## src/bmp_pkg.sv

```systemverilog
`timescale 1ns / 1ps
package bmp_pkg;
    localparam int PALETTE_DEPTH_DEF = 256;
    localparam int MAX_WIDTH_DEF = 16384;
    localparam int HEIGHT_LIMIT = 16384;

    typedef enum logic [3:0] {
        PH_PAL    = 4'd0,
        PH_PIX    = 4'd1,
        PH_PAD    = 4'd2,
        PH_CMD    = 4'd3,
        PH_RUN    = 4'd4,
        PH_ESC    = 4'd5,
        PH_DX     = 4'd6,
        PH_DY     = 4'd7,
        PH_ABS    = 4'd8,
        PH_ABSPAD = 4'd9,
        PH_STOP   = 4'd10
    } t_phase;

    localparam logic [1:0] ST_RUN  = 2'd0;
    localparam logic [1:0] ST_DONE = 2'd1;
    localparam logic [1:0] ST_ERR  = 2'd2;

    localparam logic [1:0] DEPTH_4  = 2'd0;
    localparam logic [1:0] DEPTH_8  = 2'd1;
    localparam logic [1:0] DEPTH_24 = 2'd2;
    localparam logic [1:0] DEPTH_32 = 2'd3;

    localparam logic [1:0] CFG_DEPTH  = 2'd0;
    localparam logic [1:0] CFG_RLE    = 2'd1;
    localparam logic [1:0] CFG_WIDTH  = 2'd2;
    localparam logic [1:0] CFG_HEIGHT = 2'd3;

    // parser result handed to the output stage; colours come as palette
    // indexes or as a direct colour, resolved after the palette read
    typedef struct packed {
        logic        valid;
        logic [13:0] row;
        logic [13:0] col;
        logic [14:0] count;
        logic        use_pal_a;
        logic        use_pal_b;
        logic [7:0]  idx_a;
        logic [7:0]  idx_b;
        logic [23:0] direct;
        logic [1:0]  status;
    } t_res;

    // palette write request
    typedef struct packed {
        logic        we;
        logic [7:0]  addr;
        logic [23:0] data;
    } t_pwr;
endpackage

```

## src/bmp_parser.sv

```systemverilog
`timescale 1ns / 1ps
module bmp_parser import bmp_pkg::*; #(
    parameter int MAX_WIDTH = MAX_WIDTH_DEF
) (
    input  logic        i_clk,
    input  logic        i_rst_n,
    input  logic        i_step,
    input  logic [7:0]  i_byte,
    input  logic        i_start,
    input  logic [1:0]  i_depth,
    input  logic        i_rle,
    input  logic [14:0] i_width,
    input  logic [14:0] i_height,
    output t_res        o_res,
    output t_pwr        o_pwr
);
    t_phase      r_phase, n_phase;
    logic [16:0] r_col, n_col;
    logic [14:0] r_row, n_row;
    logic [9:0]  r_cnt, n_cnt;
    logic [7:0]  r_abs, n_abs;
    logic [23:0] r_acc, n_acc;

    t_phase      ph;
    logic [16:0] col;
    logic [14:0] row;
    logic [9:0]  cnt;
    logic [7:0]  absr;
    logic [23:0] acc;
    logic [16:0] w;
    logic [14:0] h;
    logic        four;
    logic [16:0] col_plus_b;
    logic [16:0] rowbytes;
    logic [1:0]  pad;
    logic [1:0]  ncnt;

    always_comb begin
        w = {2'b0, i_width};
        if (w == 17'd0) w = 17'd1;
        if (w > 17'(MAX_WIDTH)) w = 17'(MAX_WIDTH);
        h = i_height;
        if (h == 15'd0) h = 15'd1;
        if (h > 15'(HEIGHT_LIMIT)) h = 15'(HEIGHT_LIMIT);
    end

    always_comb begin
        ph = r_phase; col = r_col; row = r_row; cnt = r_cnt; absr = r_abs; acc = r_acc;
        if (i_start) begin
            col = '0; row = '0; cnt = '0; absr = '0; acc = '0;
            ph = (i_depth >= DEPTH_24) ? PH_PIX : PH_PAL;
        end
        four = (i_depth == DEPTH_4);
        col_plus_b = col + 17'(i_byte);
        n_phase = ph; n_col = col; n_row = row; n_cnt = cnt; n_abs = absr; n_acc = acc;
        o_pwr = '0;
        o_res = '0;
        o_res.row = 14'(h - 15'd1 - row);
        o_res.col = col[13:0];
        ncnt = 2'd0;
        rowbytes = '0;
        pad = '0;

        unique case (ph)
            PH_PAL: begin
                case (cnt[1:0])
                    2'd0: n_acc = {16'd0, i_byte};
                    2'd1: n_acc = {8'd0, i_byte, acc[7:0]};
                    2'd2: begin
                        n_acc = {i_byte, acc[15:0]};
                        o_pwr.we = 1'b1;
                        o_pwr.addr = cnt[9:2];
                        o_pwr.data = {i_byte, acc[15:0]};
                    end
                    default: ;
                endcase
                if ((11'(cnt) + 11'd1) >= (four ? 11'd64 : 11'd1024)) begin
                    n_cnt = '0;
                    n_acc = '0;
                    n_phase = (i_rle && i_depth < DEPTH_24) ? PH_CMD : PH_PIX;
                end else begin
                    n_cnt = cnt + 10'd1;
                end
            end
            PH_PIX: begin
                if (row >= h || col >= w) begin
                    o_res.valid = 1'b1;
                    o_res.status = ST_ERR;
                    o_res.row = '0; o_res.col = '0;
                    n_phase = PH_STOP;
                end else begin
                    case (i_depth)
                        DEPTH_4: begin
                            ncnt = ((w - col) >= 17'd2) ? 2'd2 : 2'd1;
                            o_res.use_pal_a = 1'b1; o_res.use_pal_b = 1'b1;
                            o_res.idx_a = {4'd0, i_byte[7:4]};
                            o_res.idx_b = (ncnt == 2'd2) ? {4'd0, i_byte[3:0]}
                                                         : {4'd0, i_byte[7:4]};
                        end
                        DEPTH_8: begin
                            ncnt = 2'd1;
                            o_res.use_pal_a = 1'b1; o_res.use_pal_b = 1'b1;
                            o_res.idx_a = i_byte; o_res.idx_b = i_byte;
                        end
                        default: begin
                            if (cnt == 10'd0) n_acc = {16'd0, i_byte};
                            else if (cnt == 10'd1) n_acc = {8'd0, i_byte, acc[7:0]};
                            else if (cnt == 10'd2) n_acc = {i_byte, acc[15:0]};
                            if (cnt >= ((i_depth == DEPTH_24) ? 10'd2 : 10'd3)) ncnt = 2'd1;
                            o_res.direct = n_acc;
                        end
                    endcase
                    if (ncnt == 2'd0) begin
                        n_cnt = cnt + 10'd1;
                    end else begin
                        n_cnt = '0;
                        o_res.valid = 1'b1;
                        o_res.count = 15'(ncnt);
                        n_col = col + 17'(ncnt);
                        if (n_col >= w) begin
                            case (i_depth)
                                DEPTH_4:  rowbytes = (w + 17'd1) >> 1;
                                DEPTH_8:  rowbytes = w;
                                DEPTH_24: rowbytes = w + (w << 1);
                                default:  rowbytes = w << 2;
                            endcase
                            pad = 2'd0 - rowbytes[1:0];
                            n_col = '0;
                            n_row = row + 15'd1;
                            if (n_row >= h) begin
                                o_res.status = ST_DONE;
                                n_phase = PH_STOP;
                            end else if (pad != 2'd0) begin
                                n_cnt = 10'(pad);
                                n_phase = PH_PAD;
                            end
                        end
                    end
                end
            end
            PH_PAD: begin
                if (cnt > 10'd1) n_cnt = cnt - 10'd1;
                else begin n_cnt = '0; n_phase = PH_PIX; end
            end
            PH_CMD: begin
                if (i_byte == 8'd0) n_phase = PH_ESC;
                else if (row >= h || col_plus_b > w) begin
                    o_res = '0; o_res.valid = 1'b1; o_res.status = ST_ERR;
                    n_phase = PH_STOP;
                end else begin
                    n_abs = i_byte;
                    n_phase = PH_RUN;
                end
            end
            PH_RUN: begin
                o_res.valid = 1'b1;
                o_res.count = 15'(absr);
                o_res.use_pal_a = 1'b1; o_res.use_pal_b = 1'b1;
                if (four) begin
                    o_res.idx_a = {4'd0, i_byte[7:4]};
                    o_res.idx_b = (absr >= 8'd2) ? {4'd0, i_byte[3:0]} : {4'd0, i_byte[7:4]};
                end else begin
                    o_res.idx_a = i_byte; o_res.idx_b = i_byte;
                end
                n_col = col + 17'(absr);
                n_abs = '0;
                n_phase = PH_CMD;
            end
            PH_ESC: begin
                if (i_byte == 8'd0) begin
                    if (row >= h) begin
                        o_res = '0; o_res.valid = 1'b1; o_res.status = ST_ERR;
                        n_phase = PH_STOP;
                    end else begin
                        if (col < w) begin
                            o_res.valid = 1'b1;
                            o_res.count = 15'(w - col);
                        end
                        n_col = '0;
                        n_row = row + 15'd1;
                        n_phase = PH_CMD;
                    end
                end else if (i_byte == 8'd1) begin
                    o_res = '0; o_res.valid = 1'b1; o_res.status = ST_DONE;
                    n_phase = PH_STOP;
                end else if (i_byte == 8'd2) begin
                    if (!four) begin
                        o_res = '0; o_res.valid = 1'b1; o_res.status = ST_ERR;
                        n_phase = PH_STOP;
                    end else n_phase = PH_DX;
                end else if (row >= h || col_plus_b > w) begin
                    o_res = '0; o_res.valid = 1'b1; o_res.status = ST_ERR;
                    n_phase = PH_STOP;
                end else begin
                    n_abs = i_byte;
                    // odd count of data bytes gets one pad byte
                    n_cnt = four ? {9'd0, (i_byte[1:0] == 2'd1 || i_byte[1:0] == 2'd2)}
                                 : {9'd0, i_byte[0]};
                    n_phase = PH_ABS;
                end
            end
            PH_DX: begin
                n_abs = i_byte;
                n_phase = PH_DY;
            end
            PH_DY: begin
                n_abs = '0;
                if (i_byte != 8'd0) begin
                    o_res = '0; o_res.valid = 1'b1; o_res.status = ST_ERR;
                    n_phase = PH_STOP;
                end else begin
                    n_phase = PH_CMD;
                    if (absr != 8'd0) begin
                        if (row >= h || (col + 17'(absr)) > w) begin
                            o_res = '0; o_res.valid = 1'b1; o_res.status = ST_ERR;
                            n_phase = PH_STOP;
                        end else begin
                            o_res.valid = 1'b1;
                            o_res.count = 15'(absr);
                            n_col = col + 17'(absr);
                        end
                    end
                end
            end
            PH_ABS: begin
                o_res.use_pal_a = 1'b1; o_res.use_pal_b = 1'b1;
                if (four) begin
                    ncnt = (absr >= 8'd2) ? 2'd2 : 2'd1;
                    o_res.idx_a = {4'd0, i_byte[7:4]};
                    o_res.idx_b = (ncnt == 2'd2) ? {4'd0, i_byte[3:0]} : {4'd0, i_byte[7:4]};
                end else begin
                    ncnt = 2'd1;
                    o_res.idx_a = i_byte; o_res.idx_b = i_byte;
                end
                if (absr == 8'd0) ncnt = 2'd0;
                if (ncnt == 2'd0) n_phase = PH_CMD;
                else begin
                    o_res.valid = 1'b1;
                    o_res.count = 15'(ncnt);
                    n_col = col + 17'(ncnt);
                    n_abs = absr - 8'(ncnt);
                    if (n_abs == 8'd0) begin
                        n_phase = (cnt != 10'd0) ? PH_ABSPAD : PH_CMD;
                        n_cnt = '0;
                    end
                end
            end
            PH_ABSPAD: n_phase = PH_CMD;
            default: n_phase = PH_STOP;
        endcase
    end

    always_ff @(posedge i_clk) begin
        if (!i_rst_n) begin
            r_phase <= PH_PAL;
            r_col <= '0; r_row <= '0; r_cnt <= '0; r_abs <= '0; r_acc <= '0;
        end else if (i_step) begin
            r_phase <= n_phase;
            r_col <= n_col; r_row <= n_row; r_cnt <= n_cnt; r_abs <= n_abs; r_acc <= n_acc;
        end
    end
endmodule
```

## config.mk

```make
export PLATFORM = sky130hd
export DESIGN_NAME = bmp_parser
export DESIGN_NICKNAME = d
export VERILOG_FILES = /design/src/bmp_pkg.sv /design/src/bmp_parser.sv
export SDC_FILE = /design/constraint.sdc
export NUM_CORES = 1
export LEC_CHECK = 0
export BUFFER_PORTS_ARGS = -buffer_cell sky130_fd_sc_hd__buf_4
export CAP_MARGIN = 40
export CELL_PAD_IN_SITES_DETAIL_PLACEMENT = 0
export CELL_PAD_IN_SITES_GLOBAL_PLACEMENT = 1
export CORE_MARGIN = 2
export CORE_UTILIZATION = 35
export CTS_CLUSTER_DIAMETER = 80
export DETAILED_ROUTE_END_ITERATION = 7
export GPL_TIMING_DRIVEN = 0
export PLACE_DENSITY_LB_ADDON = 0.1
export SYNTH_ARGS = -nofsm -noshare
export SYNTH_HDL_FRONTEND = slang
export SYNTH_SLANG_ARGS = --single-unit
```

## constraint.sdc

```tcl
create_clock -name i_clk -period 11.07 [get_ports i_clk]
set_input_delay 1.107 -clock i_clk [delete_from_list [all_inputs] [get_ports i_clk]]
set_output_delay 1.107 -clock i_clk [all_outputs]
set_load 0.05 [all_outputs]
```

Yosys cells after proc, flatten, opt, wreduce, memory -nomap -nowiden
Cells that the tools add are included.
Widths: inputs -> output; s select.
- flip-flop bits (word level): 78
- bits in latches: 0
- memory bits (read-only): 0
- input port bits: 45
- bits in writable memories: 0
- memories: 0
- output and inout bits: 121
- word-level logic and storage cells: 218
- reductions and logical operators: 23
- eq/ne operators: 21
- divide/modulo/power cells: 0
- $mul: 0
- add/sub/neg operators: 15
- muxes and demuxes: 137
- $lt $le $gt $ge: 16
- shifts and indexed selects: 0
- bitwise operators: 0
- operators by type and width (operator ; count):
    $mux 88 ; 8
    $pmux 33 s6 ; 1
    $mux 24 ; 8
    $mux 15 ; 12
    $mux 17 ; 10
    $mux 10 ; 13
    $pmux 28 s4 ; 1
    $pmux 26 s4 ; 1
    $mux 4 ; 24
    $pmux 17 s5 ; 1
    $mux 28 ; 3
    $pmux 24 s3 ; 1
    $mux 33 ; 2
    $mux 8 ; 8
    $mux 57 ; 1
    $pmux 10 s5 ; 1
    $pmux 24 s2 ; 1
    $pmux 8 s5 ; 1
    $mux 2 ; 19
    $pmux 18 s2 ; 1
    $pmux 4 s9 ; 1
    $add 17x2->17 ; 2
    $add 17x8->17 ; 2
    $ge 17x15->1 ; 2
    other kinds (51) ; 88

Longest topological paths before layout
Gate-level depths: netlist (run 1).
- word-level depth: 24
- depth in mapped cells: 37
- depth with buffers taken out: 31

Least setup slack after synthesis (run 1)
OpenSTA, ideal clock, no wires.
- path type: input-to-output
- start: input port i_start
- end: output port o_res[0] (netlist name)
- data required time: 9.963 ns
- setup slack: 0.741 ns
- path buffers: 6
- cell stages on the path: 32
- arrival: 9.222 ns
- cells stage by stage: buf_2 -> inv_2 -> clkbuf_1 -> clkbuf_1 -> clkbuf_1 -> nand2_1 -> inv_1 -> fa_1 -> nor2b_1 -> o31a_1 -> o21a_1 -> o311a_1 -> or3_1 -> a211oi_1 -> nand4b_1 -> o21a_1 -> nor2_1 -> ha_1 -> inv_1 -> fa_1 -> buf_4 -> or4_1 -> clkbuf_1 -> nor2_1 -> xnor2_1 -> ha_1 -> nand2_1 -> or4_1 -> o21ai_0 -> a31o_4 -> nand2_1 -> o31ai_1
- RTL lines (what ; line ; text):
    start: declaration ; bmp_parser.sv:9 ; input logic i_start,
    end: declaration ; bmp_parser.sv:14 ; output t_res o_res,

==> impl_metrics.json, run 1 <==
{
  "worstMarginPinSlew_ps": 993,
  "holdCritPathClass": "flop to flop",
  "synth.area.mux_share_pct": 1.19,
  "clkTransAtPathRegs_ps": 70,
  "rows": 69,
  "fmax_ghz": 0.0932,
  "cp_max_fo": 17,
  "cpMaxStageDelayCell": "or4_1",
  "vias": 16000,
  "critPathArrivalTime_ps": 9620,
  "rsz0062_at_grt": "false",
  "via_per_inst": 6.27,
  "netlist.area_leader.share_pct": 13.7,
  "worstHoldPathCells": 2,
  "fin_worst_skew_ps": 7.73,
  "grt_pass1_wl_um": 93000,
  "grt_max_degree": 29,
  "clock-root-buffer": "clkbuf_16",
  "grt_pass1_vias": 15000,
  "area_delta_synth_final_pct": 18.3,
  "grt_overflow": 0,
  "setup_viol_count_final": 0,
  "htree_levels": 3,
  "antenna_found_initial": 0,
  "rr_startpoint": "r_col[9]",
  "post-route-period-util_pct": 96.9,
  "vdd_drop_max_mv": 0.0834,
  "initial_core_util_pct": 35.6,
  "synth_seq_area_share_pct": 12.3,
  "r2r_end": "r_phase[0]",
  "min_to": "r_acc[5]",
  "design_power_total_mw": 1.11,
  "synth_enable_flop_cells": 0,
  "synth-main-ff-cell": "dfxtp_1",
  "min_period_ps": 10730,
  "cp_common_cell": "buf_4",
  "fin_hold_ws_ps": 449,
  "hold_viol": 0,
  "clock_path_buffers": 2,
  "wl_um": 62600,
  "synth_seq_cells": 78,
  "syn_inst": 1899,
  "diodes": 0,
  "synth_cell_types": 91,
  "routed_wire_length_per_instance_um": 24.5,
  "rr_worst_depth": 31,
  "fillerInstances": 3849,
  "synth_top_family_by_area": "compound AO/OA/AOI/OAI gates",
  "synthSimpleGateAreaFrac_pct": 29.4,
  "drv_slew": 0,
  "hpwl_um": 49900,
  "synth_compound_area_share_pct": 30.0,
  "die_w_um": 195,
  "route.detailed.drc": 0,
  "portBuffers": 163,
  "critPathLaunchType": "primary input",
  "clk_latency_ps": 370,
  "synth_fa_ha_area_share_pct": 14.8,
  "syn_area_um2": 12700,
  "power_density_nw_per_um2": 73.7,
  "crit_required_ps": 9960,
  "place_inst": 2540,
  "stdcell_count": 2553,
  "synth_common_cells": "234 x nor2_1, 217 x nand2_1, 164 x a21oi_1",
  "crit_type": "primary input to output port",
  "ioPinCount": 166,
  "synthTopCellsByArea": "ha_1 14%, dfxtp_1 12%, nor2_1 6.9%",
  "die_area_um2": 37900,
  "synth_most_common_cell": "nor2_1",
  "die_h_um": 195,
  "synth-xor-area-share_pct": 5.30,
  "synth_fp_nets": 2090,
  "drv_cap": 0,
  "cts.sinks": 78,
  "rrSetupSlack_ps": 2500,
  "cts_buffers": 9,
  "routabilityCongestion": 1.00,
  "yosys.area.top_type": "ha_1",
  "outcome": "complete, no violations",
  "core_um2": 35700,
  "power.leakage_nw": 6.55,
  "first_pass_iters": 7,
  "ys_async_sr_fraction_pct": 0,
  "final_layout_size_suffix_gt1_share_pct": 12.6,
  "hp-start": "r_acc[5]",
  "drt_iter0_drc": 1974,
  "final_nets": 2278,
  "drtAntennaViolNets": 0,
  "synth_warnings": 0,
  "crit_path_end_kind": "output port",
  "max_stage_delay_ps": 530,
  "slew-limit-headroom_pct": 33.8,
  "grt_usage_pct": 31.9,
  "syn_avg_cell_area_um2": 6.71,
  "cts_tree": "yes"
}
## worst max path at each step
stage                  from  endpoint  slack (ps)
CTS                 i_start  o_res[0]          90
global route        i_start  o_res[0]          60
global placement    i_start  o_res[0]       -1660
floorplan           i_start  o_res[0]         740
finish              i_start  o_res[0]         340
detailed placement  i_start  o_res[0]       -1360
## where the power goes
part / leakage [nW] / internal, mW / switching [mW]
sequential: 0.632 / 0.287 / 0.00518
combinational: 5.75 / 0.135 / 0.309
clock: 0.166 / 0.228 / 0.146
total: 6.55 / 0.650 / 0.460
## layout by cell type (no fill, tap or decap), types with 21 or more instances in the layout
cell and instances:
nor2_1 234, nand2_1 217, buf_4 179, a21oi_1 164, ha_1 139, inv_1 110, o21ai_0 109, dfxtp_1 78
clkbuf_1 73, nor3_1 69, xnor2_1 62, nand3_1 48, and3_1 36, nor2b_1 30, nand4_1 30, a31oi_1 29
a211oi_1 25, a21o_1 21
## stage by stage
step | setup TNS, ps | util [%] | instance area (um2) | worst slack, ps
5_1_grt | 0 | 42.1 | 15100 | 59.6
6_report | 0 | 42.1 | 15100 | 342
3_3_place_gp | -32790 | 40.7 | 14500 | -1660
2_1_floorplan | 0 | - | 12700 | 741
3_5_place_dp | -16860 | 41.1 | 14700 | -1360
4_1_cts | 0 | 42.1 | 15000 | 88.7
## per-layer routing
| metal | part of all wire [%] | global-route usage [%] |
|---|---|---|
| met1 | 45 | 44.8 |
| met2 | 43 | 49.7 |
| met5 | 0 | 0 |
| met4 | 3.2 | 10.1 |
| met3 | 9.6 | 5.01 |
## cell families after synthesis
logic type	Yosys count
adders and majority gates	147
muxes	15
buffers and inverters	222
DFF	78
xor gates and xnor gates	77
and+or+nand+nor	783
AOI/OAI and AO/OA	577
## cell type report
cell class              count  area, um2  area share (%)
flip-flops and latches     78       1560            10.4
well taps                 461        577            3.83
clock buffers              11        243            1.61
repair buffers            181       1380            9.19
inverters                 116        442            2.93
multi-input cells        1599      10300            68.4
plain buffers             102        443            2.94
clock inverters             5        106           0.706
## flip-flops by register name, summed over array words and instances (netlist names)
name / cells
r_acc: 24
r_col: 17
r_row: 15
r_cnt: 10
r_abs: 8
r_phase: 4
## worst max-delay path: cells and delay by family
family	cells	cell delay, ps
compound gates	8	2210
xor+xnor	1	160
fa+ha+maj	5	1330
buf+inv	10	2260
simple gates	10	2490
## what timing repair did
item,4_1_cts,5_1_grt
hold buffers,0,0
buffers inserted,0,1
endpoints found under the setup margin,29,1
resized for setup,5,5
pin swaps,0,1
endpoints found under the hold margin,0,0
No activity file was read; power rests on OpenSTA's default activity.
==> run 2, diff against run 1 <==
--- a/config.mk
+++ b/config.mk
@@ -10,11 +10,11 @@
 export CELL_PAD_IN_SITES_DETAIL_PLACEMENT = 0
 export CELL_PAD_IN_SITES_GLOBAL_PLACEMENT = 1
 export CORE_MARGIN = 2
-export CORE_UTILIZATION = 35
+export CORE_UTILIZATION = 43
 export CTS_CLUSTER_DIAMETER = 80
 export DETAILED_ROUTE_END_ITERATION = 7
 export GPL_TIMING_DRIVEN = 0
-export PLACE_DENSITY_LB_ADDON = 0.1
+export PLACE_DENSITY_LB_ADDON = 0.12
 export SYNTH_ARGS = -nofsm -noshare
 export SYNTH_HDL_FRONTEND = slang
 export SYNTH_SLANG_ARGS = --single-unit
==> impl_metrics.json, run 2 (same netlist as run 1, synthesis figures left out) <==
{
  "hold_viol": 0,
  "die_h_um": 176,
  "clock_path_buffers": 2,
  "max_stage_delay_ps": 520,
  "final_core_util_pct": 50.6,
  "drv_slew": 0,
  "fin_worst_skew_ps": 15.9,
  "largest_register_ffs": 24,
  "min_period_ps": 10810,
  "holdCritPathClass": "flop to flop",
  "r2r_end": "r_phase[0]",
  "area_delta_synth_final_pct": 16.9,
  "routabilityCongestion": 0.970,
  "cts_buffers": 9,
  "vias": 16000,
  "use_met1_pct": 52.6,
  "timing.critical_path.buf_inv": 10,
  "rr_startpoint": "r_col[9]",
  "cp_common_cell": "buf_4",
  "clkTransAtPathRegs_ps": 70,
  "via_per_inst": 6.44,
  "post-route-period-util_pct": 97.6,
  "power.leakage_nw": 6.50,
  "grt_overflow": 0,
  "grt_usage_pct": 37.6,
  "vdd_drop_max_mv": 0.0612,
  "drt_iter0_drc": 1900,
  "portBuffers": 163,
  "critPathArrivalTime_ps": 9700,
  "clock-root-buffer": "clkbuf_16",
  "grt_use_met2_pct": 56.9,
  "final_common_cell": "nor2_1",
  "worstHoldPathCells": 2,
  "crit_required_ps": 9960,
  "die_area_um2": 31000,
  "rr_worst_depth": 31,
  "htree_levels": 3,
  "design_power_total_mw": 1.06,
  "power_density_nw_per_um2": 71.2,
  "ioPinCount": 166,
  "reg_top3": "r_acc: 24 flops, r_col: 17 flops, r_row: 15 flops",
  "route.detailed.drc": 0,
  "crit_type": "primary input to output port",
  "wl_um": 60400,
  "min_to": "r_acc[7]",
  "fillerInstances": 3142,
  "drv_cap": 0,
  "die_w_um": 176,
  "crit_path_end_kind": "output port",
  "rsz0062_at_grt": "false",
  "grt_pass1_vias": 14700,
  "initial_core_util_pct": 43.3,
  "routed_wire_length_per_instance_um": 24.4,
  "cts_tree": "yes",
  "hp-start": "r_acc[7]",
  "ctsHoldBuffers": 0,
  "outcome": "complete, no violations",
  "cts.sinks": 78,
  "grt_pass1_wl_um": 89200,
  "worstMarginPinSlew_ps": 1010,
  "core_um2": 29400,
  "drtAntennaViolNets": 0,
  "final_cell_mix": "234 x nor2_1, 217 x nand2_1, 179 x buf_4",
  "rows": 63,
  "final_layout_size_suffix_gt1_share_pct": 12.4,
  "rrSetupSlack_ps": 2460,
  "busiest_layer": "met2",
  "cpMaxStageDelayCell": "or4_1",
  "fmax_ghz": 0.0925,
  "final_nets": 2275,
  "slew-limit-headroom_pct": 32.1,
  "critPathLaunchType": "primary input",
  "setup_viol_count_final": 0,
  "grt_max_degree": 29,
  "hpwl_um": 48100,
  "crit_family": "simple AND/OR/NAND/NOR gates",
  "largest-register": "r_acc",
  "clk_latency_ps": 360,
  "use_met3_pct": 7.21,
  "first_pass_iters": 6,
  "cp_max_fo": 17,
  "antenna_found_initial": 0
}
[run 2: per-stage QoR]
stage	hold WS [ps]	worst slack, ps	cells	setup TNS [ps]	instance area (um2)
final	454	264	2480	0	14900
after global routing	477	52.9	2479	0	14900
after CTS	453	207	2478	0	14900
after detailed placement	443	-1330	2466	-13460	14600
after global placement	434	-1850	2452	-36110	14400
after floorplan	425	741	1899	0	12700
[run 2: worst reg2reg max path, delay by kind of cell, from the launching register on]
family / cells / cell delay [ps]
xor+xnor: 2 / 400
flops: 1 / 300
simple gates: 10 / 2620
fa+ha+maj: 4 / 1300
compound gates: 9 / 2450
buf+inv: 6 / 1400
[run 2: repair_timing]
item / in CTS / in global routing
resized for setup: 6 / 2
buffers inserted: 0 / 1
pin swaps: 0 / 1
endpoints found under the setup margin: 22 / 1
[run 2: how the worst max path moves through the flow]
stage	endpoint	cells past startpoint	startpoint	slack (ps)
4_1_cts	o_res[0]	33	i_start	210
2_1_floorplan	o_res[0]	32	i_start	740
3_5_place_dp	o_res[0]	35	i_start	-1330
3_3_place_gp	o_res[0]	34	i_start	-1850
6_report	o_res[0]	34	i_start	260
5_1_grt	o_res[0]	34	i_start	50
[run 2: routing by layer]
metal  vias up  wire, um  part of all wire, %
met2       997     25500                   42
met5         -         0                    0
li1       7292         -                    -
met1      7510     25800                   43
met4         0      2350                  3.9
met3       184      6760                   11
[run 2: where the power goes]
part           internal [mW]  total (mW)  switching [mW]
clock network          0.177       0.327           0.150
logic                  0.134       0.441           0.307
registers              0.287       0.292         0.00535
total                  0.598        1.06           0.462
[run 2: layout make-up]
type | instances | area, um2 | area share, %
multi-input combinational | 1599 | 10300 | 69.2
sequential | 78 | 1560 | 10.5
clock buffer | 10 | 229 | 1.54
antenna | 1 | 2.50 | 0.0168
buffer | 102 | 443 | 2.98
timing repair buffer | 178 | 1360 | 9.10
clock inverter | 6 | 70.1 | 0.471
inverter | 116 | 442 | 2.97
tap | 390 | 488 | 3.28
